`src/design/ps2kd_pkg.sv`:
```
// ----------------------------------------------------------------------------
// ps2kd_pkg: shared types and constants for the set-1 key decoder
// Holds the command and register codes, the scancode byte values, the key
// offsets of the special codes and the two 58-entry character tables.
// ----------------------------------------------------------------------------
package ps2kd_pkg;

  // Widths fixed by the channel fields.
  localparam int CMD_W   = 2;
  localparam int SCAN_W  = 8;
  localparam int CODE_W  = 7;
  localparam int KEY_W   = 9;
  localparam int CFG_W   = 16;
  localparam int CFG_IDX_W = 1;

  // Defaults for the top-level parameters.
  localparam int COUNT_BITS_DEF   = 16;
  localparam int SPECIAL_BASE_DEF = 256;

  // Input commands.
  typedef enum logic [CMD_W-1:0] {
    CMD_SCAN  = 2'd0,
    CMD_TICK  = 2'd1,
    CMD_CLEAR = 2'd2
  } cmd_t;

  // Configuration register indexes.
  typedef enum logic [CFG_IDX_W-1:0] {
    REG_REPEAT_DELAY    = 1'b0,
    REG_REPEAT_INTERVAL = 1'b1
  } cfg_reg_t;

  // Configuration reset values and write minimums.
  localparam logic [CFG_W-1:0] REPEAT_DELAY_RST    = 16'd25;
  localparam logic [CFG_W-1:0] REPEAT_INTERVAL_RST = 16'd3;
  localparam logic [CFG_W-1:0] REPEAT_DELAY_MIN    = 16'd5;
  localparam logic [CFG_W-1:0] REPEAT_INTERVAL_MIN = 16'd1;

  // Scancode bytes with a fixed role.
  localparam logic [SCAN_W-1:0] SC_PREFIX     = 8'hE0;
  localparam logic [SCAN_W-1:0] SC_LSHIFT_MK  = 8'h2A;
  localparam logic [SCAN_W-1:0] SC_RSHIFT_MK  = 8'h36;
  localparam logic [SCAN_W-1:0] SC_LSHIFT_BRK = 8'hAA;
  localparam logic [SCAN_W-1:0] SC_RSHIFT_BRK = 8'hB6;
  localparam logic [SCAN_W-1:0] SC_CTRL_MK    = 8'h1D;
  localparam logic [SCAN_W-1:0] SC_CTRL_BRK   = 8'h9D;
  localparam logic [SCAN_W-1:0] SC_ALT_MK     = 8'h38;
  localparam logic [SCAN_W-1:0] SC_ALT_BRK    = 8'hB8;

  // Make codes of the cursor, edit and function keys.
  localparam logic [CODE_W-1:0] MK_LEFT  = 7'h4B;
  localparam logic [CODE_W-1:0] MK_RIGHT = 7'h4D;
  localparam logic [CODE_W-1:0] MK_UP    = 7'h48;
  localparam logic [CODE_W-1:0] MK_DOWN  = 7'h50;
  localparam logic [CODE_W-1:0] MK_HOME  = 7'h47;
  localparam logic [CODE_W-1:0] MK_END   = 7'h4F;
  localparam logic [CODE_W-1:0] MK_DEL   = 7'h53;
  localparam logic [CODE_W-1:0] MK_TAB   = 7'h0F;
  localparam logic [CODE_W-1:0] MK_F4    = 7'h3E;

  // Offsets of the special key codes above the special base.
  localparam int KEY_OFS_LEFT  = 0;
  localparam int KEY_OFS_RIGHT = 1;
  localparam int KEY_OFS_UP    = 2;
  localparam int KEY_OFS_DOWN  = 3;
  localparam int KEY_OFS_HOME  = 4;
  localparam int KEY_OFS_END   = 5;
  localparam int KEY_OFS_DEL   = 6;
  localparam int KEY_OFS_TAB   = 7;
  localparam int KEY_OFS_F4    = 8;

  // Printable ASCII range that repeats, and the letter ranges for ctrl.
  localparam logic [KEY_W-1:0] ASCII_PRINT_LO = 9'h020;
  localparam logic [KEY_W-1:0] ASCII_DEL      = 9'h07F;
  localparam logic [7:0] ASCII_LC_A = 8'h61;
  localparam logic [7:0] ASCII_LC_Z = 8'h7A;
  localparam logic [7:0] ASCII_UC_A = 8'h41;
  localparam logic [7:0] ASCII_UC_Z = 8'h5A;
  localparam logic [7:0] CTRL_LC_OFS = 8'h60;
  localparam logic [7:0] CTRL_UC_OFS = 8'h40;

  // Character tables, indexed by make code.
  localparam int TABLE_LEN = 58;
  localparam int TABLE_IDX_W = $clog2(TABLE_LEN);

  localparam logic [7:0] PLAIN_MAP [TABLE_LEN] = '{
    8'h00, 8'h1B, 8'h31, 8'h32, 8'h33, 8'h34, 8'h35, 8'h36, 8'h37, 8'h38,
    8'h39, 8'h30, 8'h2D, 8'h3D, 8'h08, 8'h09, 8'h71, 8'h77, 8'h65, 8'h72,
    8'h74, 8'h79, 8'h75, 8'h69, 8'h6F, 8'h70, 8'h5B, 8'h5D, 8'h0A, 8'h00,
    8'h61, 8'h73, 8'h64, 8'h66, 8'h67, 8'h68, 8'h6A, 8'h6B, 8'h6C, 8'h3B,
    8'h27, 8'h60, 8'h00, 8'h5C, 8'h7A, 8'h78, 8'h63, 8'h76, 8'h62, 8'h6E,
    8'h6D, 8'h2C, 8'h2E, 8'h2F, 8'h00, 8'h2A, 8'h00, 8'h20
  };

  localparam logic [7:0] UPPER_MAP [TABLE_LEN] = '{
    8'h00, 8'h1B, 8'h21, 8'h40, 8'h23, 8'h24, 8'h25, 8'h5E, 8'h26, 8'h2A,
    8'h28, 8'h29, 8'h5F, 8'h2B, 8'h08, 8'h09, 8'h51, 8'h57, 8'h45, 8'h52,
    8'h54, 8'h59, 8'h55, 8'h49, 8'h4F, 8'h50, 8'h7B, 8'h7D, 8'h0A, 8'h00,
    8'h41, 8'h53, 8'h44, 8'h46, 8'h47, 8'h48, 8'h4A, 8'h4B, 8'h4C, 8'h3A,
    8'h22, 8'h7E, 8'h00, 8'h7C, 8'h5A, 8'h58, 8'h43, 8'h56, 8'h42, 8'h4E,
    8'h4D, 8'h3C, 8'h3E, 8'h3F, 8'h00, 8'h2A, 8'h00, 8'h20
  };

  // Modifier flags.
  typedef struct packed {
    logic shift;
    logic ctrl;
    logic alt;
  } mods_t;

  // One result item.
  typedef struct packed {
    logic [KEY_W-1:0] key_code;
    logic             is_repeat;
    mods_t            mods;
  } res_t;

endpackage

```
`src/design/ps2kd_keymap.sv`:
```
// ----------------------------------------------------------------------------
// ps2kd_keymap: make code to key code translation
// Maps a 7-bit make code with its extended flag and the modifier state to a
// key code; zero means the code is not mapped.
// ----------------------------------------------------------------------------
module ps2kd_keymap
  import ps2kd_pkg::*;
#(
  parameter int SPECIAL_BASE = SPECIAL_BASE_DEF
) (
  input  logic [CODE_W-1:0] code,
  input  logic              ext,
  input  mods_t             mods,
  output logic [KEY_W-1:0]  key
);

  localparam logic [KEY_W-1:0] BASE = KEY_W'(SPECIAL_BASE);

  logic [7:0] table_char;
  logic [7:0] char_mod;

  // Table lookup with the ctrl letter mapping on top.
  always_comb begin
    table_char = 8'h00;
    if (code < CODE_W'(TABLE_LEN)) begin
      table_char = mods.shift ? UPPER_MAP[code[TABLE_IDX_W-1:0]]
                              : PLAIN_MAP[code[TABLE_IDX_W-1:0]];
    end
    char_mod = table_char;
    if (mods.ctrl && table_char >= ASCII_LC_A && table_char <= ASCII_LC_Z) begin
      char_mod = table_char - CTRL_LC_OFS;
    end else if (mods.ctrl && table_char >= ASCII_UC_A && table_char <= ASCII_UC_Z) begin
      char_mod = table_char - CTRL_UC_OFS;
    end
  end

  // Extended codes know only the cursor and edit block; plain codes map tab, F4
  // and that block without up and down ahead of the character tables.
  always_comb begin
    key = '0;
    if (ext) begin
      case (code)
        MK_LEFT:  key = BASE + KEY_W'(KEY_OFS_LEFT);
        MK_RIGHT: key = BASE + KEY_W'(KEY_OFS_RIGHT);
        MK_UP:    key = BASE + KEY_W'(KEY_OFS_UP);
        MK_DOWN:  key = BASE + KEY_W'(KEY_OFS_DOWN);
        MK_HOME:  key = BASE + KEY_W'(KEY_OFS_HOME);
        MK_END:   key = BASE + KEY_W'(KEY_OFS_END);
        MK_DEL:   key = BASE + KEY_W'(KEY_OFS_DEL);
        default:  key = '0;
      endcase
    end else begin
      case (code)
        MK_TAB:   key = BASE + KEY_W'(KEY_OFS_TAB);
        MK_F4:    key = BASE + KEY_W'(KEY_OFS_F4);
        MK_LEFT:  key = BASE + KEY_W'(KEY_OFS_LEFT);
        MK_RIGHT: key = BASE + KEY_W'(KEY_OFS_RIGHT);
        MK_HOME:  key = BASE + KEY_W'(KEY_OFS_HOME);
        MK_END:   key = BASE + KEY_W'(KEY_OFS_END);
        MK_DEL:   key = BASE + KEY_W'(KEY_OFS_DEL);
        default:  key = KEY_W'(char_mod);
      endcase
    end
  end

endmodule

```
`src/design/ps2kd_core.sv`:
```
// ----------------------------------------------------------------------------
// ps2kd_core: key state, typematic countdown and result register
// Processes one registered item per cycle unless a stalled result holds it;
// updates the modifier, prefix, held key and repeat state, loads sent keys.
// ----------------------------------------------------------------------------
module ps2kd_core
  import ps2kd_pkg::*;
#(
  parameter int COUNT_BITS   = COUNT_BITS_DEF,
  parameter int SPECIAL_BASE = SPECIAL_BASE_DEF
) (
  input  logic              clk,
  input  logic              rst_n,
  input  logic              step,
  input  logic [CMD_W-1:0]  cmd,
  input  logic [SCAN_W-1:0] scan,
  input  logic [CFG_W-1:0]  delay,
  input  logic [CFG_W-1:0]  interval,
  input  logic              res_stall,
  output logic              res_valid,
  output res_t              res
);

  localparam int WIDE_W = (COUNT_BITS > CFG_W) ? COUNT_BITS : CFG_W;
  localparam logic [WIDE_W-1:0] COUNT_MAX = WIDE_W'({COUNT_BITS{1'b1}});
  localparam logic [KEY_W-1:0] SPC_LO  = KEY_W'(SPECIAL_BASE);
  localparam logic [KEY_W-1:0] SPC_DEL = KEY_W'(SPECIAL_BASE + KEY_OFS_DEL);

  // Key state.
  mods_t                 mods_r, mods_nxt;
  logic                  prefix_r, prefix_nxt;
  logic [KEY_W-1:0]      held_r, held_nxt;
  logic [KEY_W-1:0]      rpt_code_r, rpt_code_nxt;
  logic [COUNT_BITS-1:0] cnt_r, cnt_nxt;

  // Result register.
  logic                  res_valid_r, res_valid_nxt;
  res_t                  res_r, res_nxt;

  logic [KEY_W-1:0]      key;
  logic [KEY_W-1:0]      scan_id;
  logic                  key_rpt;
  logic                  send;
  logic [COUNT_BITS-1:0] delay_load;
  logic [COUNT_BITS-1:0] interval_load;
  logic [WIDE_W-1:0]     delay_wide;
  logic [WIDE_W-1:0]     interval_wide;

  ps2kd_keymap #(
    .SPECIAL_BASE (SPECIAL_BASE)
  ) u_keymap (
    .code (scan[CODE_W-1:0]),
    .ext  (prefix_r),
    .mods (mods_r),
    .key  (key)
  );

  // Countdown loads saturate at the largest count the counter holds.
  always_comb begin
    delay_wide    = WIDE_W'(delay);
    interval_wide = WIDE_W'(interval);
    delay_load    = (delay_wide > COUNT_MAX) ? COUNT_MAX[COUNT_BITS-1:0]
                                             : delay_wide[COUNT_BITS-1:0];
    interval_load = (interval_wide > COUNT_MAX) ? COUNT_MAX[COUNT_BITS-1:0]
                                                : interval_wide[COUNT_BITS-1:0];
  end

  // Held key id: extended flag in the top bit, make code in the low bits.
  assign scan_id = {prefix_r, 1'b0, scan[CODE_W-1:0]};
  assign key_rpt = (key >= SPC_LO && key <= SPC_DEL) ||
                   (key >= ASCII_PRINT_LO && key < ASCII_DEL);

  // Next state of the key tracking and the result to send.
  always_comb begin
    mods_nxt     = mods_r;
    prefix_nxt   = prefix_r;
    held_nxt     = held_r;
    rpt_code_nxt = rpt_code_r;
    cnt_nxt      = cnt_r;
    send         = 1'b0;
    res_nxt      = res_r;
    if (step) begin
      case (cmd)
        CMD_CLEAR: begin
          rpt_code_nxt = '0;
          cnt_nxt      = '0;
        end
        CMD_TICK: begin
          if (rpt_code_r != '0) begin
            if (cnt_r > COUNT_BITS'(1)) begin
              cnt_nxt = cnt_r - COUNT_BITS'(1);
            end else begin
              cnt_nxt           = interval_load;
              send              = 1'b1;
              res_nxt.key_code  = rpt_code_r;
              res_nxt.is_repeat = 1'b1;
              res_nxt.mods      = mods_r;
            end
          end
        end
        CMD_SCAN: begin
          case (scan)
            SC_PREFIX: begin
              prefix_nxt = 1'b1;
            end
            SC_LSHIFT_MK, SC_RSHIFT_MK: begin
              mods_nxt.shift = 1'b1;
              prefix_nxt     = 1'b0;
            end
            SC_LSHIFT_BRK, SC_RSHIFT_BRK: begin
              mods_nxt.shift = 1'b0;
              prefix_nxt     = 1'b0;
            end
            SC_CTRL_MK: begin
              mods_nxt.ctrl = 1'b1;
              prefix_nxt    = 1'b0;
            end
            SC_CTRL_BRK: begin
              mods_nxt.ctrl = 1'b0;
              prefix_nxt    = 1'b0;
            end
            SC_ALT_MK: begin
              mods_nxt.alt = 1'b1;
              prefix_nxt   = 1'b0;
            end
            SC_ALT_BRK: begin
              mods_nxt.alt = 1'b0;
              prefix_nxt   = 1'b0;
            end
            default: begin
              prefix_nxt = 1'b0;
              if (scan[SCAN_W-1]) begin
                // Break code: drop the held key if it matches, and stop the repeat if the key is mapped.
                if (held_r == scan_id) begin
                  held_nxt = '0;
                end
                if (key != '0) begin
                  rpt_code_nxt = '0;
                  cnt_nxt      = '0;
                end
              end else if (held_r != scan_id) begin
                // New make code: send it if it is mapped and arm the repeat if it repeats.
                held_nxt = scan_id;
                if (key != '0) begin
                  if (key_rpt) begin
                    rpt_code_nxt = key;
                    cnt_nxt      = delay_load;
                  end
                  send              = 1'b1;
                  res_nxt.key_code  = key;
                  res_nxt.is_repeat = 1'b0;
                  res_nxt.mods      = mods_r;
                end
              end
            end
          endcase
        end
        default: ;
      endcase
    end
  end

  // The result register empties when taken and refills on a send.
  always_comb begin
    res_valid_nxt = res_valid_r;
    if (send) begin
      res_valid_nxt = 1'b1;
    end else if (!res_stall) begin
      res_valid_nxt = 1'b0;
    end
  end

  always_ff @(posedge clk) begin
    if (!rst_n) begin
      mods_r      <= '0;
      prefix_r    <= 1'b0;
      held_r      <= '0;
      rpt_code_r  <= '0;
      cnt_r       <= '0;
      res_valid_r <= 1'b0;
    end else begin
      mods_r      <= mods_nxt;
      prefix_r    <= prefix_nxt;
      held_r      <= held_nxt;
      rpt_code_r  <= rpt_code_nxt;
      cnt_r       <= cnt_nxt;
      res_valid_r <= res_valid_nxt;
    end
  end

  always_ff @(posedge clk) begin
    res_r <= res_nxt;
  end

  assign res_valid = res_valid_r;
  assign res       = res_r;

  // An armed repeat always has a countdown still running.
  a_armed_count: assert property (@(posedge clk) disable iff (!rst_n)
    (rpt_code_r != '0) |-> (cnt_r != '0))
    else $error("repeat armed with an empty countdown");

  // A clear command leaves no repeat armed.
  a_clear_disarms: assert property (@(posedge clk) disable iff (!rst_n)
    (step && cmd == CMD_CLEAR) |=> (rpt_code_r == '0))
    else $error("repeat still armed after clear");

  // Only a tick can produce a repeated key.
  a_repeat_from_tick: assert property (@(posedge clk) disable iff (!rst_n)
    (send && cmd != CMD_TICK) |=> !res_r.is_repeat)
    else $error("repeat flag set on a scancode result");

  // A key that is sent is never the unmapped code.
  a_key_nonzero: assert property (@(posedge clk) disable iff (!rst_n)
    res_valid_r |-> (res_r.key_code != '0))
    else $error("result with an unmapped key code");

endmodule

```
`src/design/ps2_set1_key_decoder_autorepeat.sv`:
```
// ----------------------------------------------------------------------------
// ps2_set1_key_decoder_autorepeat: set-1 scancode decoder with typematic
// Decodes set-1 scancode bytes into key codes with modifier flags and
// repeats the last repeatable key on timer ticks.
//
//   Channel | Direction | Handshake          | Payload
//   --------+-----------+--------------------+--------------------------------
//   in_     | input     | in_valid/in_stall  | command, scan_byte
//   out_    | output    | out_valid/out_stall| key_code, is_repeat, modifiers
//   cfg_    | input     | cfg_valid/cfg_ready| index, data (always ready)
//
// One item per cycle is accepted while in_stall is low; the input register is
// loaded when the transfer is taken and the result register when the item
// then steps through the core, so a stalled result can hold it in between.
// The throughput is set by the single state update that every item goes
// through, one item per cycle while no stalled result holds it.
// Synchronous active-low reset clears the key state and loads the register
// defaults. in_stall rises only when the input register is full and the
// result register holds a stalled result.
// ----------------------------------------------------------------------------
module ps2_set1_key_decoder_autorepeat
  import ps2kd_pkg::*;
#(
  parameter int COUNT_BITS   = COUNT_BITS_DEF,
  parameter int SPECIAL_BASE = SPECIAL_BASE_DEF
) (
  input  logic                 clk,
  input  logic                 rst_n,
  input  logic                 in_valid,
  output logic                 in_stall,
  input  logic [CMD_W-1:0]     in_command,
  input  logic [SCAN_W-1:0]    in_scan_byte,
  output logic                 out_valid,
  input  logic                 out_stall,
  output logic [KEY_W-1:0]     out_key_code,
  output logic                 out_is_repeat,
  output logic                 out_shift_held,
  output logic                 out_ctrl_held,
  output logic                 out_alt_held,
  input  logic                 cfg_valid,
  output logic                 cfg_ready,
  input  logic [CFG_IDX_W-1:0] cfg_index,
  input  logic [CFG_W-1:0]     cfg_data
);

  // Input register.
  logic              item_vld_r, item_vld_nxt;
  logic [CMD_W-1:0]  item_cmd_r;
  logic [SCAN_W-1:0] item_scan_r;

  // Configuration registers.
  logic [CFG_W-1:0]  delay_r, delay_nxt;
  logic [CFG_W-1:0]  interval_r, interval_nxt;

  logic              in_take;
  logic              step;
  logic              res_valid;
  res_t              res;

  // The registered item moves on unless a stalled result blocks it.
  assign step     = item_vld_r && !(res_valid && out_stall);
  assign in_stall = item_vld_r && res_valid && out_stall;
  assign in_take  = in_valid && !in_stall;

  always_comb begin
    item_vld_nxt = item_vld_r;
    if (in_take) begin
      item_vld_nxt = 1'b1;
    end else if (step) begin
      item_vld_nxt = 1'b0;
    end
  end

  always_ff @(posedge clk) begin
    if (!rst_n) begin
      item_vld_r <= 1'b0;
    end else begin
      item_vld_r <= item_vld_nxt;
    end
  end

  always_ff @(posedge clk) begin
    if (in_take) begin
      item_cmd_r  <= in_command;
      item_scan_r <= in_scan_byte;
    end
  end

  // Register writes saturate at the minimums.
  assign cfg_ready = 1'b1;

  always_comb begin
    delay_nxt    = delay_r;
    interval_nxt = interval_r;
    if (cfg_valid && cfg_ready) begin
      case (cfg_index)
        REG_REPEAT_DELAY: begin
          delay_nxt = (cfg_data < REPEAT_DELAY_MIN) ? REPEAT_DELAY_MIN : cfg_data;
        end
        REG_REPEAT_INTERVAL: begin
          interval_nxt = (cfg_data < REPEAT_INTERVAL_MIN) ? REPEAT_INTERVAL_MIN
                                                           : cfg_data;
        end
        default: ;
      endcase
    end
  end

  always_ff @(posedge clk) begin
    if (!rst_n) begin
      delay_r    <= REPEAT_DELAY_RST;
      interval_r <= REPEAT_INTERVAL_RST;
    end else begin
      delay_r    <= delay_nxt;
      interval_r <= interval_nxt;
    end
  end

  ps2kd_core #(
    .COUNT_BITS   (COUNT_BITS),
    .SPECIAL_BASE (SPECIAL_BASE)
  ) u_core (
    .clk       (clk),
    .rst_n     (rst_n),
    .step      (step),
    .cmd       (item_cmd_r),
    .scan      (item_scan_r),
    .delay     (delay_r),
    .interval  (interval_r),
    .res_stall (out_stall),
    .res_valid (res_valid),
    .res       (res)
  );

  // Result fields.
  assign out_valid      = res_valid;
  assign out_key_code   = res.key_code;
  assign out_is_repeat  = res.is_repeat;
  assign out_shift_held = res.mods.shift;
  assign out_ctrl_held  = res.mods.ctrl;
  assign out_alt_held   = res.mods.alt;

endmodule

```
`config.mk`:
```
export PLATFORM = sky130hd
export DESIGN_NAME = ps2_set1_key_decoder_autorepeat
export DESIGN_NICKNAME = d
export VERILOG_FILES = /design/src/design/ps2kd_pkg.sv /design/src/design/ps2kd_keymap.sv /design/src/design/ps2kd_core.sv /design/src/design/ps2_set1_key_decoder_autorepeat.sv
export SDC_FILE = /design/constraint.sdc
export NUM_CORES = 1
export LEC_CHECK = 0
export ABC_AREA = 1
export BUFFER_PORTS_ARGS = -buffer_cell sky130_fd_sc_hd__buf_2
export CORE_UTILIZATION = 45
export DETAILED_ROUTE_END_ITERATION = 8
export GPL_ROUTABILITY_DRIVEN = 0
export GPL_TIMING_DRIVEN = 0
export SETUP_SLACK_MARGIN = 0.2
export SYNTH_ARGS = -nofsm -noshare
export SYNTH_HDL_FRONTEND = slang
export SYNTH_SLANG_ARGS = --single-unit
```
`constraint.sdc`:
```
create_clock -name clk -period 4.41 [get_ports clk]
set_input_delay 0.441 -clock clk [delete_from_list [all_inputs] [get_ports clk]]
set_output_delay 0.441 -clock clk [all_outputs]
set_load 0.005 [all_outputs]
```
==> results.md <==
* Antenna cells at 0
* Core Region at 13190 um^2
* Vias in the first global route at 5811
* Layout cell share with drive strength beyond 1 at 14.47%
* Syn Inst Count at 922
* Starting Density at 46.12%
* Area of the mapped netlist at 6083 um^2
* Via density at 5.289
* Clk_lat worst skew at 0.36 ns
* PD cells at 326.3 nW/um^2
* Leak pwr at 3.225 nW
* Die Span Y at 118.3 um
* Yosys reg bits at 94
* Hpwl dp at 13630 um
* Fin worst setup slack at 0.5068 ns
* Avg Inst Size Synth at 6.598 um^2
* RSZ-0062 raised after global routing: false
* Met2 usage at 43.57%
* Main synth FF type: dfxtp_1
* Layout net count at 1039
* CTS Buf Count at 9
* Most instantiated library cell after synthesis: nand2_1
* Critical setup path kind: flip-flop to flip-flop
* M1 GR Usage at 32.51%
* Cts hold-fix bufs at 0
* Status: finished, final reports clean
* FMAX at 0.2562 GHz
* Total die area at 13990 um^2
* Arrival time of the worst setup path at 4.15 ns
* Post-synth EDFFs at 23
* Synth warnings at 0
* Busiest grt layer: met2
* Worst Setup End Kind: flip-flop
* Clock slew at reported path FFs at 0.07 ns
* FP Rows at 42
* Max-slew violation count at 0
* Tmin final at 3.903 ns
* DR DRC count at 0
* Number of hold violations in the final report at 0
* Peak supply drop at 0.0001976 V
* Global route overflow at 0
* Global-route wire length before repair at 28550 um
* Max FO, Critical Path at 10
* HP Class: input pin to flip-flop
* Die width at 118.3 um
* Final ANT Viol Nets at 0
* CTS Sinks at 94
* Root Buffer: clkbuf_16
* Synth area leaders: dfxtp_1, nand2_1, edfxtp_1
* Routed wire length at 17650 um
* H-tree depth at 3
* Worst Clk Skew at 0.006365 ns
* Design Power at 2.288 mW
* Hold slack at 0.2602 ns
* IO buf count at 46
* DR vias at 6194
* Met3 usage at 3.909%
* Share of the yosys chip area belonging to registers at 34.72%
* Worst EP required at 4.65 ns
* Pre-antenna DRT Iters at 5
* Synth top cells by count: nand2_1, nor2_1, nand3_1
* Syn Nets at 971
* Post-layout util at 53.15%
* CTS Buffer Depth at 2
* Layout area overhead at 15.24%
* Slew Limit Headroom at 34.27%
* Initial antenna violation count at 0
* Largest net degree at the start of global routing at 17
* Worst-Margin Slew at 0.9785 ns
* Setup crit start kind: flip-flop
* Synth top area share at 23.36%
* Unique masters post-synth at 44
* Ports at 48
* Post-synthesis async set-or-reset flop share at 0%
* Final period utilization at 88.51%
* CTS tree: done
* Max-cap viol count at 0
* Final setup vio count at 0
* Starting DRT DRC Count at 519
* Wire length per cell at 15.08 um
* Placement Setup Slack at -0.2420 ns
* Synth area leader: dfxtp_1
* Tot GR Track Use at 25.92%
layer usage:
| metal | wire [um] | vias up |
|---|---|---|
| li1 | - | 3173 |
| met1 | 7787 | 2775 |
| met2 | 8372 | 205 |
| met3 | 948 | 41 |
| met4 | 544 | 0 |
| met5 | 0 | - |
sequential cells by signal (all words and copies together), names as in the netlist, 2 cells and up:
| signal | flops |
|---|---|
| delay_r | 16 |
| u_core.held_r | 8 |
| u_core.rpt_code_r | 9 |
| item_scan_r | 8 |
| u_core.res | 13 |
| item_cmd_r | 2 |
| u_core.cnt_r | 16 |
| u_core.mods_r | 3 |
| interval_r | 16 |
through the flow:
step	cells	cell area, um^2	TNS, ns
4_1_cts	1160	6852	0
2_1_floorplan	922	6083	0
5_1_grt	1171	7010	0
3_3_place_gp	1144	6534	-3.622
6_report	1171	7010	0
3_5_place_dp	1144	6534	-3.139
power breakdown:
group / internal [mW] / switching [mW]
logic: 0.175 / 0.339
clock network: 0.457 / 0.355
registers: 0.927 / 0.0339
cell usage in the layout, fill, tap and decap left out, drive strengths merged:
cell type | netlist | final
nor3 | 11 | 11
o21ai | 87 | 87
a31oi | 5 | 5
nand4 | 8 | 8
clkinv | 2 | 3
buf | 21 | 76
xnor2 | 2 | 2
and3 | 1 | 1
a221oi | 1 | 1
or2 | 4 | 4
clkbuf | 18 | 32
nand2 | 216 | 216
a21oi | 70 | 70
o32ai | 1 | 1
xor2 | 11 | 11
nand3 | 93 | 93
o21bai | 1 | 1
conb | 1 | 1
nor2 | 142 | 142
a311oi | 1 | 1
edfxtp | 23 | 23
nor4 | 6 | 6
clkinvlp | 0 | 2
inv | 97 | 98
o211ai | 9 | 9
o221ai | 1 | 1
ha | 17 | 17
dfxtp | 71 | 71
a32oi | 1 | 1
o31ai | 1 | 1
worst paths after layout:
kind                              from              endpoint  slack (ns)  cells past startpoint
hold reg to reg   u_core.rpt_code_r[7]  u_core.rpt_code_r[7]        0.47                      2
hold / removal         in_scan_byte[3]        item_scan_r[3]        0.26                      1
setup / recovery        item_scan_r[1]  u_core.rpt_code_r[2]        0.51                     26
setup reg to reg        item_scan_r[1]  u_core.rpt_code_r[2]        0.51                     26
area by class of cell:
type | count | area [um^2]
flip-flops and latches | 94 | 2112
repair buffers | 57 | 312.8
inverters | 99 | 381.6
well taps | 176 | 220.2
clock buffers | 12 | 279.0
fillers | 1319 | 6180
plain buffers | 39 | 246.5
multi-input cells | 690 | 3427
clock inverters | 4 | 31.28
cell families after synthesis:
family / share of synthesized area, %
other: 0.06164
DFF: 34.72
adders and majority gates: 3.496
AOI/OAI and AO/OA: 15.69
xor gates and xnor gates: 1.872
and+or+nand+nor: 34.25
buffers and inverters: 9.914
worst max-delay path, cell delays in order, from the launching register on:
cell and delay, ns:
edfxtp_1 0.51, buf_6 0.19, clkinvlp_4 0.14, ha_1 0.26, o21ai_0 0.19, o21ai_0 0.10, inv_1 0.06, o221ai_1 0.10
nand2_1 0.15, nand3_4 0.13, inv_1 0.08, ha_1 0.19, o21ai_0 0.10, a21oi_1 0.17, nor2_1 0.06, ha_1 0.28
nand2_1 0.10, nand3_2 0.08, nand2_1 0.11, nand2_1 0.06, nand2_1 0.05, nand2_1 0.08, nand2_4 0.12, nand3_4 0.14
buf_6 0.17, nor2_1 0.12, nor2_1 0.06
repair_timing:
item | in CTS | in global routing
setup buffers | 0 | 11
resized for setup | 4 | 22
hold endpoints to repair | 0 | 0
pin swaps | 0 | 2
setup endpoints to repair | 17 | 39
Note: power is estimated with default switching activity, not from simulation.
